<file path="src/hdl/u8u16_pkg.sv">
`default_nettype none

package u8u16_pkg;

    // One UTF-8 source byte and its end-of-span flag.
    typedef struct packed {
        logic [7:0] in_byte;
        logic       end_of_span;
    } t_in_item;

    // One UTF-16 result unit.
    typedef struct packed {
        logic [15:0] code_unit;
        logic        replaced;
        logic        run_last;
    } t_out_item;

    // Most units that one source byte can cause.
    localparam int unsigned C_MAX_UNITS = 4;

    localparam logic [15:0] C_REPL       = 16'hFFFD;
    localparam logic [15:0] C_HI_BASE    = 16'hD800;
    localparam logic [15:0] C_LO_BASE    = 16'hDC00;
    localparam logic [7:0]  C_LEAD_MIN   = 8'hC2;
    localparam logic [7:0]  C_LEAD_3B    = 8'hE0;
    localparam logic [7:0]  C_LEAD_4B    = 8'hF0;
    localparam logic [7:0]  C_LEAD_LIMIT = 8'hF5;
    localparam logic [15:0] C_MIN_3B     = 16'h0800;
    localparam logic [20:0] C_SUPP_BASE  = 21'h010000;
    localparam logic [20:0] C_CP_MAX     = 21'h10FFFF;

endpackage

`default_nettype wire

</file>
<file path="src/hdl/utf8_to_utf16_transcoder.sv">
// Path: an accepted input beat goes into the input register, then its units into
// the result buffer that drives the output.
// Throughput: one byte per cycle while each byte gives at most one unit and the
// output is ready; a byte that gives more units (up to four) holds the next byte
// while the four-entry result buffer drains, one unit per cycle when not stalled.
// Reset: synchronous, active low; clears the valid flags and decoder state but r_held.
`default_nettype none

module utf8_to_utf16_transcoder (
    input  wire                        i_clk,
    input  wire                        i_rst_n,
    input  wire                        i_in_valid,
    output logic                       o_in_ready,
    input  wire u8u16_pkg::t_in_item   i_in_item,
    output logic                       o_out_valid,
    input  wire                        i_out_ready,
    output u8u16_pkg::t_out_item       o_out_item
);
    import u8u16_pkg::*;

    // Input register.
    logic      r_in_valid;
    t_in_item  r_in;

    // Decoder state.
    logic [7:0] r_lead;
    logic [7:0] r_held [2];
    logic [1:0] r_hcnt;
    logic       r_pend;
    logic       r_aterm;

    logic [7:0] n_lead;
    logic [1:0] n_hcnt;
    logic       n_pend;
    logic       n_aterm;
    logic       n_held_we;

    // Result buffer; entry 0 drives the output.
    t_out_item  r_buf [C_MAX_UNITS];
    logic [2:0] r_cnt;
    t_out_item  n_buf [C_MAX_UNITS];
    logic [2:0] n_cnt;

    logic go;
    logic out_take;

    logic [7:0] b;
    logic       eos;

    assign b   = r_in.in_byte;
    assign eos = r_in.end_of_span;

    // Handshakes: a buffered byte is processed once the buffer is empty or drains now.
    assign out_take    = o_out_valid && i_out_ready;
    assign go          = r_in_valid && ((r_cnt == 3'd0) || ((r_cnt == 3'd1) && i_out_ready));
    assign o_in_ready  = !r_in_valid || go;
    assign o_out_valid = (r_cnt != 3'd0);
    assign o_out_item  = r_buf[0];

    // Lead byte handling.
    logic        tl_emit;
    logic [15:0] tl_unit;
    logic        tl_repl;
    logic        tl_term;
    logic        tl_start;

    always_comb begin
        tl_emit  = 1'b1;
        tl_unit  = C_REPL;
        tl_repl  = 1'b1;
        tl_term  = 1'b0;
        tl_start = 1'b0;
        if (b == 8'h00) begin
            tl_unit = 16'h0000;
            tl_repl = 1'b0;
            tl_term = 1'b1;
        end else if (!b[7]) begin
            tl_unit = {8'h00, b};
            tl_repl = 1'b0;
        end else if ((b < C_LEAD_MIN) || (b >= C_LEAD_LIMIT)) begin
            tl_emit = 1'b1;
        end else if (eos) begin
            tl_emit = 1'b1;
        end else begin
            tl_emit  = 1'b0;
            tl_start = 1'b1;
        end
    end

    // Code point assembly and range checks for the completing byte.
    logic [1:0]  need;
    logic        complete;
    logic [10:0] cp2;
    logic [15:0] cp3;
    logic [20:0] cp4;
    logic [20:0] cpm;
    logic        dec_bad;
    logic        dec_pair;
    logic [15:0] dec_unit;
    logic [15:0] dec_hi;
    logic [15:0] dec_lo;

    always_comb begin
        if (r_lead < C_LEAD_3B) begin
            need = 2'd1;
        end else if (r_lead < C_LEAD_4B) begin
            need = 2'd2;
        end else begin
            need = 2'd3;
        end
        complete = ({1'b0, r_hcnt} + 3'd1) >= {1'b0, need};
        cp2 = {r_lead[4:0], b[5:0]};
        cp3 = {r_lead[3:0], r_held[0][5:0], b[5:0]};
        cp4 = {r_lead[2:0], r_held[0][5:0], r_held[1][5:0], b[5:0]};
        cpm = cp4 - C_SUPP_BASE;
        dec_hi = C_HI_BASE + {6'b0, cpm[19:10]};
        dec_lo = C_LO_BASE + {6'b0, cpm[9:0]};
        dec_pair = 1'b0;
        if (need == 2'd1) begin
            dec_bad  = (r_lead[4:1] == 4'b0000);
            dec_unit = {5'b0, cp2};
        end else if (need == 2'd2) begin
            dec_bad  = (cp3 < C_MIN_3B) || (cp3[15:11] == 5'b11011);
            dec_unit = cp3;
        end else begin
            dec_bad  = (cp4 < C_SUPP_BASE) || (cp4 > C_CP_MAX);
            dec_pair = 1'b1;
            dec_unit = dec_hi;
        end
    end

    // Next state and the list of units for this byte.
    logic [1:0]  fail_cnt;
    logic [1:0]  tail_cnt;
    logic [15:0] tail0_unit;
    logic        tail0_repl;
    logic [15:0] tail1_unit;

    always_comb begin
        n_lead     = r_lead;
        n_hcnt     = r_hcnt;
        n_pend     = r_pend;
        n_aterm    = r_aterm;
        n_held_we  = 1'b0;
        fail_cnt   = 2'd0;
        tail_cnt   = 2'd0;
        tail0_unit = tl_unit;
        tail0_repl = tl_repl;
        tail1_unit = dec_lo;
        if (!r_aterm) begin
            if (r_pend && (b[7:6] == 2'b10)) begin
                if (complete) begin
                    n_pend = 1'b0;
                    n_hcnt = 2'd0;
                    if (dec_bad) begin
                        tail_cnt   = 2'd1;
                        tail0_unit = C_REPL;
                        tail0_repl = 1'b1;
                    end else begin
                        tail_cnt   = dec_pair ? 2'd2 : 2'd1;
                        tail0_unit = dec_unit;
                        tail0_repl = 1'b0;
                    end
                end else begin
                    n_held_we = 1'b1;
                    n_hcnt    = r_hcnt + 2'd1;
                    if (eos) begin
                        // Truncated: the lead and every held byte, this one included.
                        fail_cnt = r_hcnt + 2'd2;
                    end
                end
            end else begin
                if (r_pend) begin
                    // Broken: a replacement for the lead and each held byte, then a fresh lead.
                    fail_cnt = r_hcnt + 2'd1;
                    n_pend   = 1'b0;
                    n_hcnt   = 2'd0;
                end
                tail_cnt = tl_emit ? 2'd1 : 2'd0;
                if (tl_term) begin
                    n_aterm = 1'b1;
                end
                if (tl_start) begin
                    n_lead = b;
                    n_hcnt = 2'd0;
                    n_pend = 1'b1;
                end
            end
        end
        if (eos) begin
            n_aterm = 1'b0;
            n_pend  = 1'b0;
            n_hcnt  = 2'd0;
        end
    end

    // Lay out replacements first, then the tail units.
    always_comb begin
        n_cnt = {1'b0, fail_cnt} + {1'b0, tail_cnt};
        for (int i = 0; i < C_MAX_UNITS; i++) begin
            if (3'(i) < {1'b0, fail_cnt}) begin
                n_buf[i].code_unit = C_REPL;
                n_buf[i].replaced  = 1'b1;
            end else if (3'(i) == {1'b0, fail_cnt}) begin
                n_buf[i].code_unit = tail0_unit;
                n_buf[i].replaced  = tail0_repl;
            end else begin
                n_buf[i].code_unit = tail1_unit;
                n_buf[i].replaced  = 1'b0;
            end
            n_buf[i].run_last = (3'(i) + 3'd1) == n_cnt;
        end
    end

    // Control registers.
    always_ff @(posedge i_clk) begin
        if (!i_rst_n) begin
            r_in_valid <= 1'b0;
            r_cnt      <= 3'd0;
            r_lead     <= 8'h00;
            r_hcnt     <= 2'd0;
            r_pend     <= 1'b0;
            r_aterm    <= 1'b0;
        end else begin
            if (o_in_ready) begin
                r_in_valid <= i_in_valid;
            end
            if (go) begin
                r_cnt   <= n_cnt;
                r_lead  <= n_lead;
                r_hcnt  <= n_hcnt;
                r_pend  <= n_pend;
                r_aterm <= n_aterm;
            end else if (out_take) begin
                r_cnt <= r_cnt - 3'd1;
            end
        end
    end

    // Payload registers.
    always_ff @(posedge i_clk) begin
        if (i_in_valid && o_in_ready) begin
            r_in <= i_in_item;
        end
        if (go && n_held_we) begin
            r_held[r_hcnt[0]] <= b;
        end
        if (go) begin
            for (int i = 0; i < C_MAX_UNITS; i++) begin
                r_buf[i] <= n_buf[i];
            end
        end else if (out_take) begin
            for (int i = 0; i < C_MAX_UNITS - 1; i++) begin
                r_buf[i] <= r_buf[i + 1];
            end
        end
    end

endmodule

`default_nettype wire

</file>
<file path="config.mk">
export PLATFORM = sky130hd
export DESIGN_NAME = utf8_to_utf16_transcoder
export DESIGN_NICKNAME = d
export VERILOG_FILES = /design/src/hdl/u8u16_pkg.sv /design/src/hdl/utf8_to_utf16_transcoder.sv
export SDC_FILE = /design/constraint.sdc
export NUM_CORES = 1
export LEC_CHECK = 0
export BUFFER_PORTS_ARGS = -buffer_cell sky130_fd_sc_hd__buf_2
export CORE_MARGIN = 1.5
export CORE_UTILIZATION = 38
export CTS_CLUSTER_DIAMETER = 50
export CTS_CLUSTER_SIZE = 8
export DETAILED_ROUTE_END_ITERATION = 16
export RECOVER_POWER = 100
export SLEW_MARGIN = 0
export SYNTH_ARGS = -nofsm -noshare
export SYNTH_HDL_FRONTEND = slang
export SYNTH_SLANG_ARGS = --single-unit
</file>
<file path="constraint.sdc">
create_clock -name i_clk -period 10.35 [get_ports i_clk]
set_clock_uncertainty 0.1 [all_clocks]
set_input_delay 2.5875 -clock i_clk [delete_from_list [all_inputs] [get_ports i_clk]]
set_output_delay 2.5875 -clock i_clk [all_outputs]
set_load 0.01 [all_outputs]
</file>
## After elaboration in Yosys (flattened, before gate mapping)

Memories as Yosys holds them, arrays and structs flattened.
Index checks and enable logic that the tools add are counted.

- Bits in registers: 25
- Bits in latches: 0
- RAM bits: 88
- Bits in read-only memories: 0
- Input port bits: 13
- Output and inout port bits: 20
- Word-level logic and storage cells: 147
- Memories kept: 2

- $add $sub $neg: 8
- Multiply operators: 0
- Div/mod/pow operators: 0
- $lt $le $gt $ge: 11
- Equality and inequality tests: 14
- Shifts and indexed selects: 0
- Mux-type cells: 77
- Bitwise logic cells: 5
- Reduce and logical (&&, ||, !) cells: 22

Memories:

| memory | words | bits a word | read ports | clocked after memory_dff | write ports | RTL line | text |
|---|---|---|---|---|---|---|---|
| r_buf | 4 | 18 | 4 | 0 | 4 | utf8_to_utf16_transcoder.sv:39 | `t_out_item r_buf [C_MAX_UNITS];` |
| r_held | 2 | 8 | 2 | 0 | 1 | utf8_to_utf16_transcoder.sv:27 | `logic [7:0] r_held [2];` |

Operator list:

| cell | number |
|---|---|
| $mux W16 | 8 |
| $mux W17 | 7 |
| $mux W18 | 3 |
| $mux W1 | 40 |
| $mux W2 | 17 |
| $add A15 B11 Y16 const A | 2 |
| $lt A8 B8 Y1 const B | 3 |
| $gt A21 B21 Y1 const B | 1 |
| $lt A21 B17 Y1 const B | 1 |
| $sub A20 B17 Y20 const B | 1 |
| $lt A16 B12 Y1 const B | 1 |
| $ge A8 B8 Y1 const B | 1 |
| $logic_not A8 Y1 | 1 |
| $eq A2 B3 Y1 const A | 2 |
| $logic_and A1 B1 Y1 | 6 |
| $mux W3 | 2 |
| $reduce_and A3 Y1 | 2 |
| $eq A5 B5 Y1 const B | 1 |
| $logic_or A1 B1 Y1 | 5 |
| $eq A2 B2 Y1 const A | 2 |
| $eq A2 B2 Y1 const B | 2 |
| $logic_not A4 Y1 | 1 |
| $lt A1 B2 Y1 const A | 2 |
| $reduce_and A4 Y1 | 1 |
| other kinds (22) | 25 |

## Longest topological paths before layout

- Word-level depth: 14
- Gate-level depth with buffers: 17
- Gate-level depth less buffers: 15

## Least setup slack after synthesis

No wires, ideal clock.

- Kind: input -> output
- From: input port i_out_ready
- To: output port o_in_ready
- Arrival time: 2.991 ns
- Required time: 7.663 ns
- Slack: 4.671 ns
- Stages on the path: 2
- Buffers on the path: 0
- Cell sequence: a21oi_1 > o21ai_0

- Longest elaborated chain between the ends: 4

Ends and longest elaborated chain:

| item | RTL line | text |
|---|---|---|
| from (decl) | utf8_to_utf16_transcoder.sv:16 | `input wire i_out_ready,` |
| $logic_and A1 B1 Y1 | utf8_to_utf16_transcoder.sv:55 | `assign go = r_in_valid && ((r_cnt == 3'd0) \|\| ((r_cnt == 3'd1) && i_out_ready));` |
| $logic_or A1 B1 Y1 | utf8_to_utf16_transcoder.sv:55 |  |
| $logic_and A1 B1 Y1 | utf8_to_utf16_transcoder.sv:55 |  |
| $logic_or A1 B1 Y1 | utf8_to_utf16_transcoder.sv:56 | `assign o_in_ready = !r_in_valid \|\| go;` |
| to (decl) | utf8_to_utf16_transcoder.sv:13 | `output logic o_in_ready,` |

Every way passes these cells.

## Worst setup path after layout

Same ends and word-level chain as after synthesis.

==> results.json <==
{
  "run_status": "complete, but fails checks",
  "failed_checks": "capacitance limit, slew limit",
  "ctsHoldBuffers": 0,
  "hold_violations": 0,
  "clk_pin_slew_ns": 0.08,
  "cp-startpoint": "i_out_ready",
  "crit_end": "o_in_ready",
  "synth.largest_area_cell": "edfxtp_1",
  "crit_type": "in -> out",
  "crit_arrival_ns": 3.37,
  "cts_buffer_depth": 2,
  "syn_area_sq_um": 5300,
  "r2r_cells": 9,
  "drcViolationCount": 0,
  "hold_path_depth": 2,
  "cts_root_buf": "clkbuf_16",
  "required_ns": 7.66,
  "drt-initial-drc-count": 314,
  "ys_seq_area_share_pct": 58.7,
  "grt_pass1_vias": 3547,
  "tns_ns": 0,
  "dieHeight_microns": 121,
  "powerDensity_nw_per_um2": 230,
  "final-max-slew-violation-count": 150,
  "grt_usage_pct": 17.0,
  "fin_crit_sh_pct": 58.5,
  "synth-edff-count": 93,
  "dr.pass1.iters": 7,
  "cp_max_fo": 6,
  "rows": 42,
  "drtAntennaViolNets": 0,
  "power_mw": 1.33,
  "ios": 33,
  "rsz0062_at_grt": "no",
  "antenna_found_initial": 0,
  "syn_nets": 477,
  "cts_setup_buffers": 0,
  "slew_headroom_pct": -112,
  "route.vias.total": 3606,
  "syn_area_per_cell_sq_um": 11.7,
  "cts_resized": 0,
  "grt_pass1_wl_microns": 18900,
  "ys_ff_latch": 109,
  "finalCriticalPeriod_ns": 6.06,
  "crit_path_start_kind": "input pin",
  "route.final.wire_length_microns": 11800,
  "cap_viol_max_count": 5,
  "rrSetupSlack_ns": 5.11,
  "synth.area.top_cells": "edfxtp_1, dfxtp_1, nor2_1",
  "clkSinkCount": 109,
  "dp.cells": 639,
  "crit_path_end_kind": "output pin",
  "synthCells": 454,
  "grt.overflow.total": 0,
  "worst_slack_ns": 4.29,
  "htreeDepth": 3,
  "timing.rr.start": "r_lead[7]",
  "finalSetupViolCount": 0,
  "n_fill_cell": 1328,
  "place.gp.congestion": 0.857,
  "initial_core_util_pct": 39.4,
  "pre_cts_ws_ns": 4.41,
  "holdCritPathClass": "reg -> reg",
  "yosys_warnings": 0,
  "synthDistinctLibCells": 68,
  "vias_per_cell": 5.51,
  "stdcell_count": 655,
  "synthFlopType": "edfxtp_1",
  "area_growth_pct": 9.18,
  "netlist.area_leader.share_pct": 52.7,
  "async_flop_share_pct": 0,
  "portBuffers": 32,
  "power_leakage_nw": 1.93,
  "diodes": 0,
  "r2r_end": "r_buf[0][10]",
  "wl_per_cell_microns": 18.0,
  "tritoncts": "built",
  "grt_max_degree": 60,
  "fp.dieW_microns": 121,
  "clock.fmax_ghz": 0.165,
  "drive_gt1_share_pct": 10.0,
  "core_sq_um": 13500,
  "clkLatencyLatePin_ns": 0.36,
  "dp_hpwl_microns": 7990,
  "die-area_sq_um": 14700,
  "ir_drop_uv": 279,
  "cts_buffers": 9,
  "nets": 497,
  "tightest_slew_ns": 3.17
}
==> layout make-up <==
type | instances | area, sq um | share of cell area [%]
Sequential cell | 109 | 3110 | 53.8
Multi-Input combinational cell | 296 | 1920 | 33.2
Clock buffer | 10 | 250 | 4.32
Tap cell | 176 | 220 | 3.80
Timing Repair Buffer | 35 | 145 | 2.51
Inverter | 23 | 86.3 | 1.49
Clock inverter | 6 | 53.8 | 0.929
==> Yosys cell counts, types with 3 or more instances <==
cell and n:
a221oi_1 11, buf_2 8, and2_1 4, buf_6 3, ha_1 8, nand3_2 3
mux2i_1 9, a21oi_1 26, o32ai_1 5, o21a_1 14, clkbuf_1 14, nand2_1 42
dfxtp_1 16, nor2_1 55, nand4_1 5, o31ai_1 6, nor3_1 4, nand3_1 8
a31oi_1 7, edfxtp_1 93, o311a_1 3, nand2b_1 9, o211ai_1 3, o221a_2 3
nor4_1 3, inv_1 23, o21ai_0 19
==> cells by family (layout without fill, tap and decap cells) <==
family / after synthesis / after routing / share of synthesized area [%]
compound gates: 118 / 118 / 16.7
mux: 10 / 10 / 1.91
flops: 109 / 109 / 58.7
xor+xnor: 2 / 2 / 0.330
buf+inv: 49 / 74 / 4.15
fa+ha+maj: 10 / 10 / 2.64
simple gates: 156 / 156 / 15.6
==> cells in the final DEF, fill, tap and decap left out, types with 3 or more instances in the layout <==
master,instances
o32ai_1,6
a221oi_1,11
o211ai_1,3
dfxtp_1,16
nand2b_1,9
nand3_1,10
nand4_1,5
edfxtp_1,93
nand2_1,42
a21oi_1,26
o31ai_1,6
buf_2,11
clkbuf_1,24
and2_1,3
a31oi_1,7
clkbuf_16,10
inv_1,23
o21a_1,14
o221a_2,3
nor2_1,55
mux2i_1,9
o21ai_0,19
ha_1,8
o311a_1,3
nor4_1,4
nor3_1,6
clkinv_4,3
==> how the worst min path moves through the flow <==
stage,startpoint,to
final,r_lead[7],r_lead[7]
after floorplan,r_lead[6],r_lead[6]
after CTS,r_lead[7],r_lead[7]
after global routing,r_lead[7],r_lead[7]
after detailed placement,r_lead[7],r_lead[7]
after global placement,r_lead[6],r_lead[6]
==> flip-flops by register name (all words and copies together), names as in the netlist <==
signal and cells:
r_buf 72, r_hcnt 2, r_cnt 3, r_held 12
r_lead 8, r_pend 1, r_aterm 1, b 8
eos 1, r_in_valid 1
==> stage by stage <==
stage	hold slack, ns	cell area (sq um)	util [%]
after floorplan	0.321	5300	-
after global placement	0.329	5580	41.5
after detailed placement	0.342	5580	41.5
after CTS	0.354	5890	43.8
after global routing	0.369	5790	43.0
final	0.352	5790	43.0
==> critical path, stage by stage <==
cell      delay [ns]
clkbuf_1        0.24
a21oi_1         0.11
o21ai_0         0.25
clkbuf_1        0.18
==> power by group <==
part	total [mW]	internal [mW]	switching, mW
Clock	0.353	0.182	0.171
Sequential	0.665	0.626	0.0398
Combinational	0.311	0.0957	0.216
Total	1.33	0.903	0.426
==> routing by layer <==
| metal | share of wire (%) | vias up | GRT usage [%] | routed length (microns) |
|---|---|---|---|---|
| li1 | - | 1737 | - | - |
| met1 | 46 | 1760 | 22.8 | 5450 |
| met2 | 48 | 98 | 27.3 | 5630 |
| met3 | 4.1 | 11 | 2.82 | 480 |
| met4 | 1.8 | 0 | 7.35 | 214 |
| met5 | 0 | - | 0 | 0 |
(Power assumes the default switching activity.)
